==> config.mk <==
export PLATFORM = sky130hd
export DESIGN_NAME = ppls_mul
export DESIGN_NICKNAME = d
export VERILOG_FILES = /design/src/rtl/ppls_pkg.sv /design/src/rtl/ppls_mul.sv
export SDC_FILE = /design/constraint.sdc
export NUM_CORES = 2
export LEC_CHECK = 0
export BUFFER_PORTS_ARGS = -buffer_cell sky130_fd_sc_hd__buf_4
export CAP_MARGIN = 20
export CORE_UTILIZATION = 50
export CTS_CLUSTER_DIAMETER = 40
export DETAILED_ROUTE_END_ITERATION = 10
export PLACE_DENSITY = 0.71
export SETUP_SLACK_MARGIN = 0.15
export SLEW_MARGIN = 20
export SYNTH_ARGS = -nofsm -noshare
export SYNTH_HDL_FRONTEND = slang
export SYNTH_SLANG_ARGS = --single-unit
==> constraint.sdc <==
create_clock -name i_clk -period 8.5 [get_ports i_clk]
set_clock_uncertainty 0.2 [all_clocks]
set_input_delay 1.275 -clock i_clk [delete_from_list [all_inputs] [get_ports i_clk]]
set_output_delay 1.275 -clock i_clk [all_outputs]
set_load 0.01 [all_outputs]
==> src/rtl/ppls_pkg.sv <==
package ppls_pkg;

    localparam int DIV_W    = 56;
    localparam int MUL_W    = 33;
    localparam int SQ_STEPS = 32;

    localparam logic [30:0] LEVEL_MAX   = 31'h7FFF_FFFF;
    localparam logic [DIV_W-1:0] DIFFUSE_MIN = DIV_W'(3277);
    localparam logic [48:0] SPEC_CAP    = 49'h0_8000_0000;

    typedef enum logic [2:0] {
        REG_CAM_X,
        REG_CAM_Y,
        REG_CAM_Z,
        REG_SUN_X,
        REG_SUN_Y,
        REG_SUN_Z,
        REG_SUN_POW,
        REG_AMBIENT
    } t_reg;

    typedef enum logic {
        ACT_SHADE,
        ACT_LOAD
    } t_act;

    typedef enum logic [1:0] {
        DOT_SUN,
        DOT_NL,
        DOT_RC
    } t_dot;

    typedef enum logic [4:0] {
        ST_IDLE,
        ST_UV_MUL,
        ST_UV_ACC,
        ST_SQ_GO,
        ST_SQ_WAIT,
        ST_UV_DIV,
        ST_UV_DIVW,
        ST_DOT_MUL,
        ST_DOT_ACC,
        ST_DOT_END,
        ST_SUN_ADD,
        ST_LT_RD,
        ST_LT_CHK,
        ST_LT_D2,
        ST_PRE_W,
        ST_DIF_ISS,
        ST_DIF_MUL,
        ST_DIF_W,
        ST_R_MUL,
        ST_R_ACC,
        ST_SP_MUL,
        ST_SP_ACC,
        ST_SP_DIV,
        ST_SP_W,
        ST_NEXT,
        ST_FIN
    } t_state;

    typedef struct packed {
        logic signed [31:0] px;
        logic signed [31:0] py;
        logic signed [31:0] pz;
        logic [31:0]        pw;
    } t_light;

    typedef struct packed {
        logic             start;
        logic [DIV_W-1:0] num;
        logic [DIV_W-1:0] den;
    } t_div_req;

    typedef struct packed {
        logic             done;
        logic [DIV_W-1:0] quo;
    } t_div_rsp;

    typedef struct packed {
        logic        start;
        logic [63:0] val;
    } t_sq_req;

    typedef struct packed {
        logic        done;
        logic [32:0] root;
    } t_sq_rsp;

endpackage

==> src/rtl/ppls_mul.sv <==
module ppls_mul (
    input  logic                                i_clk,
    input  logic signed [ppls_pkg::MUL_W-1:0]   i_a,
    input  logic signed [ppls_pkg::MUL_W-1:0]   i_b,
    output logic signed [2*ppls_pkg::MUL_W-1:0] o_p
);
    import ppls_pkg::*;

    logic signed [2*MUL_W-1:0] r_p;

    always_ff @(posedge i_clk) begin
        r_p <= i_a * i_b;
    end

    assign o_p = r_p;
endmodule

# Yosys cells after proc, flatten, opt, wreduce, memory -nomap -nowiden
# Index checks and enable logic that the tools add are counted.
totals:
  regBits: 66
  in_bits: 67
  out_inout_bits: 66
  word_cells: 2
op_classes:
  multipliers: 1
ops:
  columns: ["operator", "count"]
  rows:
  - ["33-bit by 33-bit multiplier with 66-bit output", 1]

# Longest topological paths before layout
logic_depth:
  ltp_word: 1
  ltp_mapped: 27

# Least setup slack after synthesis
# OpenSTA, ideal clock, no wires.
synth_path:
  kind: "input -> register"
  startpoint: "input port i_a[32] in the netlist's numbering"
  endpoint: "register r_p[62], in the netlist o_p[62]"
  setup_ps: 79
  arrival_ps: 8432
  required_time_ps: 8221
  setup_slack_ps: -211
  path_stages: 23
  path_buffers: 2
  cell_sequence: "clkbuf_1 > nand2_1 > inv_1 > fa_1 > fa_1 > fa_1 > fa_1 > fa_1 > fa_1 > fa_1 > inv_1 > fa_1 > inv_1 > ha_1 > clkbuf_1 > and3_1 > nand3_1 > nand2b_1 > a2111oi_4 > a211oi_4 > a21o_2 > a21o_1 > a211oi_2"
synth_via:
  elab_chain_len: 1
synth_lines:
  columns: ["element", "line_no", "rtl"]
  rows:
  - ["start, declared", "ppls_mul.sv:3", "input logic signed [ppls_pkg::MUL_W-1:0] i_a,"]
  - ["33-bit by 33-bit multiplier with 66-bit output", "ppls_mul.sv:12", "r_p <= i_a * i_b;"]
  - ["end signal, assigned", "ppls_mul.sv:12", null]
  - ["end, declared", "ppls_mul.sv:9", "logic signed [2*MUL_W-1:0] r_p;"]
# Every way passes these cells.

# Final worst setup path
layout_path:
  startpoint: "input port i_a[32] in the netlist's numbering"
  endpoint: "register r_p[63], in the netlist o_p[63]"
# Same word-level chain as after synthesis.

==> metrics <==
status completed; final RePlAce weighted congestion 0.917; CTS clk-pin slew, worst paths 70 ps; pins over their slew limit 0; Routed WL per cell 18.8 um; synth top area cells fa_1, inv_1, and2_1; synth cell count leaders fa_1, inv_1, and2_1; die area 82600 um2; WHS Endpoint o_p[0]; top-count cell post-synth fa_1; CP arrival 8330 ps; total gr overflow 0; hold_sp i_b[0]; critical path peak fanout 12; CORE AREA 80500 um2; Vias/cell 5.19; Min-Delay Path Class in -> reg; detailed-route via count 29330; WHS 1390 ps; Layout fillers 7037; I/O Buffers 132; post-DP HPWL 94900 um; minimum clock period 8200 ps; drt drc 0; top-level I/O count 133; Initial Util 50.6%; FMAX 122 MHz; Die X 287 um; number of H-tree levels 3; Avg Cell Area, Syn 9.39 um2; FFs w/ async S/R, synth 0%; ANT nets after route 0; fin crit share 96.5%; Hold Crit Depth 4; WL final 106000 um; Final Hold Viols 0; drt first-iter violations 1572; Layout Nets 6008; Max Root-Sink Buffers 2; total track usage 27.5%; Layout Cells excl Fill 5648; Synth Instances 4338; layout cells sized above 1 11.6%; Netlist cell types 80; clock root buffer clkbuf_16; initial antenna violation count 4; Final Setup Violations 0; YS warnings 0; CTS tree yes; Die H 287 um; first-pass GRT wire length 173000 um; ys flop type dfxtp_1; kind of critical path in -> reg; RSZ-0062 raised after global routing yes; fraction of synthesized cell area taken by the top area cell type 56.3%; slew margin rel. 53.5%; cell taking the most area after synthesis fa_1; TNS Setup 0 ps; Place WS -170 ps; register bit total from synthesis 66; Worst Setup SP i_a[32]; vias in the first global route 32347; Num CTS Buffers 9; largest net degree at the start of global routing 34; Setup WS post-layout 296 ps; Largest register FFs 66; 1st-pass router iterations 8; register area share after synthesis 3.24%; Post-synth EDFFs 0; Worst Path Required 8630 ps; # rows 104; Synth Net Count 5767; clk sinks 66; Placed Cells 5619; CP Capture Type register; Syn-to-layout area delta 11.5%; CP startpoint kind primary input; Post-Syn Area 40700 um2; worst slew pin tran 697 ps; maxcap violations 0
cell usage in the layout (no fill, tap or decap), types with 7 or more instances in the layout:
cell type / synthesis / routed
nand4_1: 11 / 11
xor2_1: 25 / 25
clkbuf_16: 0 / 9
nor2_1: 68 / 68
xnor2_1: 43 / 43
nand2_1: 551 / 549
buf_6: 1 / 12
ha_1: 217 / 215
fa_1: 1145 / 1141
a211oi_1: 7 / 7
o21ai_0: 25 / 22
and2_1: 562 / 562
o21ai_1: 6 / 9
inv_1: 1131 / 1129
a31oi_1: 8 / 8
o21bai_1: 11 / 10
buf_4: 0 / 416
dfxtp_1: 66 / 66
a21o_1: 36 / 36
buf_12: 0 / 23
nand3_1: 25 / 24
nand2b_1: 12 / 11
a21oi_1: 57 / 51
per-layer routing:
layer / vias to the layer above / GRT usage (%) / wire, um
met5: - / 0 / 0
met4: 0 / 15.8 / 6740
met3: 243 / 3.10 / 4940
met2: 870 / 50.0 / 57700
met1: 15401 / 31.2 / 37100
li1: 12816 / - / -
kinds of logic after synthesis:
kind of cell	share of synthesized area, %
simple gates	15.8
flops	3.24
xor+xnor	1.46
buf+inv	12.5
compound gates	4.07
fa+ha+maj	62.9
critical path, cell delays in order:
cell and delay (ps):
buf_4 190, and2_1 210, fa_2 510, fa_1 610, fa_2 540, buf_4 180, fa_2 670, buf_4 160
fa_1 440, fa_1 460, fa_1 540, inv_1 60, fa_1 490, inv_1 40, ha_1 290, buf_4 110
and2_1 140, and3_1 210, nand4_1 100, nor4_1 230, buf_4 180, a21oi_4 70, buf_4 160, or3b_1 370
nand3_1 80
repair_timing:
item / 4_1_cts / 5_1_grt
endpoints found under the hold margin: 0 / 0
setup endpoints to repair: 0 / 24
hold buffers: 0 / 0
gates resized for setup: 0 / 46
setup buffers: 0 / 9
worst max path at each step:
stage / end / slack [ps]
finish: o_p[63] / 300
global route: o_p[63] / 130
floorplan: o_p[62] / 160
detailed placement: o_p[63] / -170
CTS: o_p[63] / 210
global placement: o_p[53] / -290
area by class of cell:
cell class              count  area [um2]  area share [%]
well taps                1060        1330            2.92
diodes                      4        10.0          0.0220
flip-flops and latches     66        1320            2.91
repair buffers            451        3720            8.19
inverters                1131        4250            9.36
clock inverters             7        78.8           0.174
clock buffers               9         225           0.496
multi-input cells        2920       34500            75.9
stage by stage:
| step | utilization [%] | area, um2 |
|---|---|---|
| finish | 56.4 | 45400 |
| floorplan | - | 40700 |
| global placement | 55.6 | 44800 |
| detailed placement | 55.6 | 44800 |
| CTS | 56.0 | 45100 |
| global route | 56.4 | 45400 |
Power is left out: the tool's default activity adds up to more than one toggle a clock period on the data nets, which glitch-free logic cannot reach.
