==> src/rtl/ppls_pkg.sv <==
package ppls_pkg;

    localparam int DIV_W    = 56;
    localparam int MUL_W    = 33;
    localparam int SQ_STEPS = 32;

    localparam logic [30:0] LEVEL_MAX   = 31'h7FFF_FFFF;
    localparam logic [DIV_W-1:0] DIFFUSE_MIN = DIV_W'(3277);
    localparam logic [48:0] SPEC_CAP    = 49'h0_8000_0000;

    typedef enum logic [2:0] {
        REG_CAM_X,
        REG_CAM_Y,
        REG_CAM_Z,
        REG_SUN_X,
        REG_SUN_Y,
        REG_SUN_Z,
        REG_SUN_POW,
        REG_AMBIENT
    } t_reg;

    typedef enum logic {
        ACT_SHADE,
        ACT_LOAD
    } t_act;

    typedef enum logic [1:0] {
        DOT_SUN,
        DOT_NL,
        DOT_RC
    } t_dot;

    typedef enum logic [4:0] {
        ST_IDLE,
        ST_UV_MUL,
        ST_UV_ACC,
        ST_SQ_GO,
        ST_SQ_WAIT,
        ST_UV_DIV,
        ST_UV_DIVW,
        ST_DOT_MUL,
        ST_DOT_ACC,
        ST_DOT_END,
        ST_SUN_ADD,
        ST_LT_RD,
        ST_LT_CHK,
        ST_LT_D2,
        ST_PRE_W,
        ST_DIF_ISS,
        ST_DIF_MUL,
        ST_DIF_W,
        ST_R_MUL,
        ST_R_ACC,
        ST_SP_MUL,
        ST_SP_ACC,
        ST_SP_DIV,
        ST_SP_W,
        ST_NEXT,
        ST_FIN
    } t_state;

    typedef struct packed {
        logic signed [31:0] px;
        logic signed [31:0] py;
        logic signed [31:0] pz;
        logic [31:0]        pw;
    } t_light;

    typedef struct packed {
        logic             start;
        logic [DIV_W-1:0] num;
        logic [DIV_W-1:0] den;
    } t_div_req;

    typedef struct packed {
        logic             done;
        logic [DIV_W-1:0] quo;
    } t_div_rsp;

    typedef struct packed {
        logic        start;
        logic [63:0] val;
    } t_sq_req;

    typedef struct packed {
        logic        done;
        logic [32:0] root;
    } t_sq_rsp;

endpackage

==> src/rtl/ppls_div.sv <==
module ppls_div (
    input  logic               i_clk,
    input  logic               i_rst_n,
    input  ppls_pkg::t_div_req i_req,
    output ppls_pkg::t_div_rsp o_rsp
);
    import ppls_pkg::*;

    localparam int CW = $clog2(DIV_W + 1);

    logic [DIV_W-1:0] r_rem, n_rem;
    logic [DIV_W-1:0] r_quo, n_quo;
    logic [DIV_W-1:0] r_den;
    logic [CW-1:0]    r_cnt;
    logic             r_busy;
    logic             r_done;

    always_comb begin
        logic [DIV_W:0] t;
        t = {r_rem, r_quo[DIV_W-1]};
        if (t >= {1'b0, r_den}) begin
            n_rem = DIV_W'(t - {1'b0, r_den});
            n_quo = {r_quo[DIV_W-2:0], 1'b1};
        end else begin
            n_rem = t[DIV_W-1:0];
            n_quo = {r_quo[DIV_W-2:0], 1'b0};
        end
    end

    always_ff @(posedge i_clk) begin
        if (!i_rst_n) begin
            r_busy <= 1'b0;
            r_done <= 1'b0;
            r_cnt  <= '0;
        end else begin
            r_done <= 1'b0;
            if (i_req.start) begin
                r_busy <= 1'b1;
                r_cnt  <= CW'(DIV_W);
            end else if (r_busy) begin
                r_cnt <= r_cnt - 1'b1;
                if (r_cnt == CW'(1)) begin
                    r_busy <= 1'b0;
                    r_done <= 1'b1;
                end
            end
        end
    end

    always_ff @(posedge i_clk) begin
        if (i_req.start) begin
            r_rem <= '0;
            r_quo <= i_req.num;
            r_den <= i_req.den;
        end else if (r_busy) begin
            r_rem <= n_rem;
            r_quo <= n_quo;
        end
    end

    assign o_rsp.done = r_done;
    assign o_rsp.quo  = r_quo;
endmodule

==> config.mk <==
export PLATFORM = sky130hd
export DESIGN_NAME = ppls_div
export DESIGN_NICKNAME = d
export VERILOG_FILES = /design/src/rtl/ppls_pkg.sv /design/src/rtl/ppls_div.sv
export SDC_FILE = /design/constraint.sdc
export NUM_CORES = 1
export LEC_CHECK = 0
export BUFFER_PORTS_ARGS = -buffer_cell sky130_fd_sc_hd__buf_2
export CELL_PAD_IN_SITES_DETAIL_PLACEMENT = 0
export CELL_PAD_IN_SITES_GLOBAL_PLACEMENT = 2
export CORE_MARGIN = 10
export CORE_UTILIZATION = 35
export CTS_CLUSTER_SIZE = 14
export DETAILED_ROUTE_END_ITERATION = 8
export GPL_ROUTABILITY_DRIVEN = 0
export HOLD_SLACK_MARGIN = 0.05
export PLACE_DENSITY_LB_ADDON = 0.1
export SLEW_MARGIN = 15
export SYNTH_ARGS = -nofsm -noshare
export SYNTH_HDL_FRONTEND = slang
export SYNTH_SLANG_ARGS = --single-unit
==> constraint.sdc <==
create_clock -name i_clk -period 7.2 [get_ports i_clk]
set_clock_uncertainty 0.2 [all_clocks]
set_input_delay 1.08 -clock i_clk [delete_from_list [all_inputs] [get_ports i_clk]]
set_output_delay 1.08 -clock i_clk [all_outputs]
set_load 0.005 [all_outputs]
# After elaboration in Yosys (flattened, before gate mapping)
# Index checks and enable logic that the tools add are counted.
# word_totals
latchBits,0
ff_bits,176
ramBits,0
output_inout_bits,57
word_cells,26
memories,0
in_bits,115
rom_bits,0
# op_classes
eq_ne,1
n_reduce_logical,3
div_mod_pow,0
n_bitwise,2
addsub,2
n_shift,0
multipliers,0
n_lt_le_gt_ge,1
mux,10
# ops
operator,count
$mux 56,3
$ge 57x56->1,1
$sub 56x56->56,1
$mux 6,2
$eq 6x1->1 const B,1
$sub 6x1->6 const B,1
$mux 1,5
$reduce_or 3->1,1
$not 1->1,2
$reduce_bool 2->1,1
$reduce_or 2->1,1

# Longest topological paths before layout
# depth
word_depth,4
ltp_mapped,16
ltp_nobuf,14

# Least setup slack after synthesis
# No wires, ideal clock.
# synth_timing
path_kind,input to register
from,input port i_req[112] in the netlist's numbering
to,register r_quo[0] (enable)
required_time_ps,6590
stages,4
setup_ps,410
path_buffers,2
path_slack_ps,3890
t_arrival_ps,2700
path_cell_list,clkbuf_1 -> nor2_1 -> clkbuf_1 -> inv_1
# synth_via
elab_chain_len,1
# synth_rtl
element,line,source
from (decl),ppls_div.sv:4,"input ppls_pkg::t_div_req i_req,"
$reduce_bool 2->1 (no source line),-,
to (signal assigned),ppls_div.sv:53,r_quo <= i_req.num;
to (signal assigned),ppls_div.sv:57,r_quo <= n_quo;
to (decl),ppls_div.sv:12,"logic [DIV_W-1:0] r_quo, n_quo;"
# No other way between the ends.
# A chain may end at the register's enable or synchronous reset.

# Worst setup path after layout
# layout_timing
from,register r_den[50]
to,register r_rem[54]
# layout_via
elab_chain_len,2
# layout_rtl
element,line,source
from (decl),ppls_div.sv:13,logic [DIV_W-1:0] r_den;
from (signal assigned),ppls_div.sv:54,r_den <= i_req.den;
$sub 56x56->56 or $ge 57x56->1 (tied branches),"ppls_div.sv:22, ppls_div.sv:21",
$mux 56 *,ppls_div.sv:21,"if (t >= {1'b0, r_den}) begin"
to (signal assigned),ppls_div.sv:56,r_rem <= n_rem;
to (decl),ppls_div.sv:11,"logic [DIV_W-1:0] r_rem, n_rem;"
# Every way passes the cells marked *; elsewhere a longest branch is shown, timed or not.

==> impl_metrics.csv <==
group,metric,value,unit
run_status,status,"finished, final reports clean",
timing,slew_viol_final,0,
floorplan,rows,62,
placed_design,dp_hpwl,20600,um
cells_and_area,area_growth,17.0,%
cells_and_area,regArea,4650,um^2
job,drv_cap,0,
pwr,p_total,0.00277,W
clock_tree,clk_latency,0.45,ns
timing,setup_tns,0,ns
global_route,antenna_found_initial,4,
floorplan,fp.dieH,192,um
yosys,yosysWarnings,0,
yosys,synth_compound_area_share,18.6,%
pwr,power.internal,0.00192,W
floorplan,ioPinCount,172,
cells_and_area,final_nets,1371,
timing,slew_headroom,28.7,%
yosys,synth_top_area_share,32.5,%
critical_path,end_kind,"flop",
pwr,combPwrFrac,20.9,%
yosys,synth_area,10300,um^2
global_route,grt_usage,15.3,%
critical_path,r2r-start,"r_den[50]$_DFFE_PP_",
routing,wl_per_cell,17.4,um
routing,remaining_drc_errors,0,
pwr,pwr-share-clk,35.3,%
routing,via_per_inst,5.05,
clock_tree,cts_num_sinks,176,
clock_tree,cts_buffers,17,
routing,drt_pass1_iterations,5,
pwr,p_leak,5.23,nW
pwr,switching_share,30.9,%
routing,drtIter0Drc,363,
timing,finalSetupViolCount,0,
yosys,syn_inst,1059,
clock_tree,cts_root_buf,"clkbuf_16",
critical_path,required,7.37,ns
global_route,grt_max_degree,62,
routing,routed_wl,27700,um
yosys,synthXorXnorAreaFrac,4.57,%
routing,ant_nets,0,
yosys,ys_ff_latch,176,
pwr,pwr-share-seq,43.8,%
yosys,synth-adder-area-share,7.21,%
yosys,yosysMostFrequentCell,"edfxtp_1",
timing,rsz0062_at_grt,"no",
global_route,overflow,0,
timing,finalHoldViolations,0,
critical_path,path_class,"flop to flop",
yosys,synth_fp_nets,1233,
yosys,ys_types,61,
timing,layout_min_cycle_time,4.35,ns
floorplan,start_util,35.8,%
timing,fmax,0.230,GHz
yosys,synth_top_cell_by_area,"edfxtp_1",
clock_tree,cts_setup_buffers,0,
yosys,synthSimpleGateAreaFrac,11.0,%
yosys,synthMuxAreaShare,8.25,%
floorplan,core,28900,um^2
cells_and_area,multiInputGateArea,5140,um^2
yosys,ys_top_cells_by_count,"112 x edfxtp_1, 104 x nor2_1, 103 x a21oi_1",
critical_path,startpoint_type,"flop",
placed_design,io_buffer_count,171,
worst_hold_path,hp-start,"r_rem[51]$_SDFFE_PP0P_",
pwr,p_switching,0.000856,W
critical_path,crit_chain,"inv_1 > ha_1 > and3_1 > nand2_1 > or4_1 > or4_1 > nor4_2 > nor4_1 > o2111ai_2 > nand2_4 > buf_4 > nor4bb_1 > mux2i_1 > a211oi_1",
yosys,synth-edff-count,112,
pwr,ir_worst_vdd,0.167,mV
floorplan,fp.dieW,192,um
yosys,ys.flop_type,"edfxtp_1",
critical_path,startpoint,"r_den[50]$_DFFE_PP_",
critical_path,crit_slowest_cell,"or4_1",
cells_and_area,stdcell_area,12100,um^2
global_route,grt_pass1_vias,8507,
cells_and_area,fin_util,41.8,%
yosys,synth_top_family_by_area,"compound AO/OA/AOI/OAI gates",
yosys,async_flop_share,0,%
floorplan,die_area,36800,um^2
clock_tree,path_clk_slew,0.08,ns
cells_and_area,fillers,2946,
placed_design,place_area,11500,um^2
timing,layout_worst_path_cycle_share,60.4,%
clock_tree,cts_buffer_depth,2,
worst_hold_path,hp-class,"flop to flop",
yosys,ys_seq_area_share,44.9,%
clock_tree,cts_htree_levels,4,
critical_path,max_stage_delay,0.59,ns
critical_path,path_max_fanout,61,
yosys,syn_avg_cell_area,9.77,um^2
routing,vias,8050,
timing,worst-slew-pin-transition,1.07,ns
critical_path,crit_top_cell,"or4_1",
clock_tree,hold_buffers,0,
global_route,grt_pass1_wl,45500,um
cells_and_area,layout-drive-gt1-share,23.4,%
pwr,pwr_density_cell,229,nW/um^2
clock_tree,cts_tree,"yes",
clock_tree,post_cts_resized,0,
critical_path,arrival,4.53,ns
yosys,ys_top_cells_by_area,"edfxtp_1 33%, dfxtp_1 12%, ha_1 7.0%",
[cell usage in the layout (no fill, tap or decap), drive strengths merged, types with 3 or more instances in the layout]
cell type	instances
nor2	104
inv	86
xnor2	31
nand4	15
a21oi	103
nand2b	5
dfxtp	64
xor2	23
mux2i	20
nor3	15
a21boi	3
clkinv	6
buf	178
o31ai	6
nand3	9
a21o	29
a22o	7
nand2	66
a31oi	13
nor4	3
mux2	58
a32oi	4
edfxtp	112
o21a	10
and3	8
a211o	3
ha	58
nor2b	11
or4	4
o21bai	14
clkbuf	17
o21ai	53
or2	3
a211oi	40
[logic make-up (layout without fill, tap and decap cells)]
group	count (synthesis)	after routing
other	0	1
AO/OA/AOI/OAI	303	303
adder cells (fa/ha/maj)	59	59
multiplexers	78	78
AND/OR/NAND/NOR	250	250
XOR/XNOR	54	54
flip-flops	176	176
buffers and inverters	139	290
[sequential cells by signal, summed over array words and instances, names as in the netlist]
register / flops
r_den: 56
r_busy: 1
r_rem: 56
r_quo: 56
r_done: 1
r_cnt: 6
[power by group through the flow]
| stage | Clock (W) | Combinational [W] | Sequential (W) |
|---|---|---|---|
| 3_5_place_dp | 0 | 0.000585 | 0.00124 |
| 5_1_grt | 0.00105 | 0.000658 | 0.00123 |
| 3_3_place_gp | 0 | 0.000589 | 0.00124 |
| 6_report | 0.000979 | 0.000580 | 0.00122 |
| 2_1_floorplan | 0 | 0.000406 | 0.00123 |
| 4_1_cts | 0.00102 | 0.000588 | 0.00122 |
[path summary, 6_finish.rpt]
check / to / slack [ns] / cells after the start
worst max register to register: r_rem[54]$_SDFFE_PP0P_ / 2.85 / 14
worst min-delay path: r_rem[51]$_SDFFE_PP0P_ / 0.29 / 2
worst max-delay path: r_rem[54]$_SDFFE_PP0P_ / 2.85 / 14
worst min register to register: r_rem[51]$_SDFFE_PP0P_ / 0.29 / 2
[stage by stage]
stage | setup slack [ns] | hold WS, ns | instances
2_1_floorplan | 3.89 | 0.246 | 1059
3_3_place_gp | 2.90 | 0.265 | 1562
3_5_place_dp | 2.80 | 0.274 | 1562
4_1_cts | 2.76 | 0.286 | 1594
5_1_grt | 2.41 | 0.312 | 1594
6_report | 2.85 | 0.285 | 1595
[final cells by class]
class                   count  area share (%)
diodes                      1          0.0207
clock buffers              17            3.51
clock inverters            15            1.61
inverters                  80            2.48
multi-input cells         744            42.5
flip-flops and latches    176            38.4
well taps                 384            3.97
repair buffers            178            7.55
[critical path: cells and delay by family (launching register included)]
kind | cells | cell delay (ns)
and+or+nand+nor | 8 | 2.40
buffers and inverters | 2 | 0.49
adders and majority gates | 1 | 0.41
DFF | 1 | 0.33
AOI/OAI and AO/OA | 2 | 0.31
muxes | 1 | 0.11
[routing by layer]
layer | GRT usage [%] | share of wire (%)
met2 | 22.7 | 43
met3 | 6.22 | 7.4
met1 | 20.5 | 49
met4 | 3.46 | 0.88
met5 | 0 | 0.14
(Power assumes the default switching activity.)
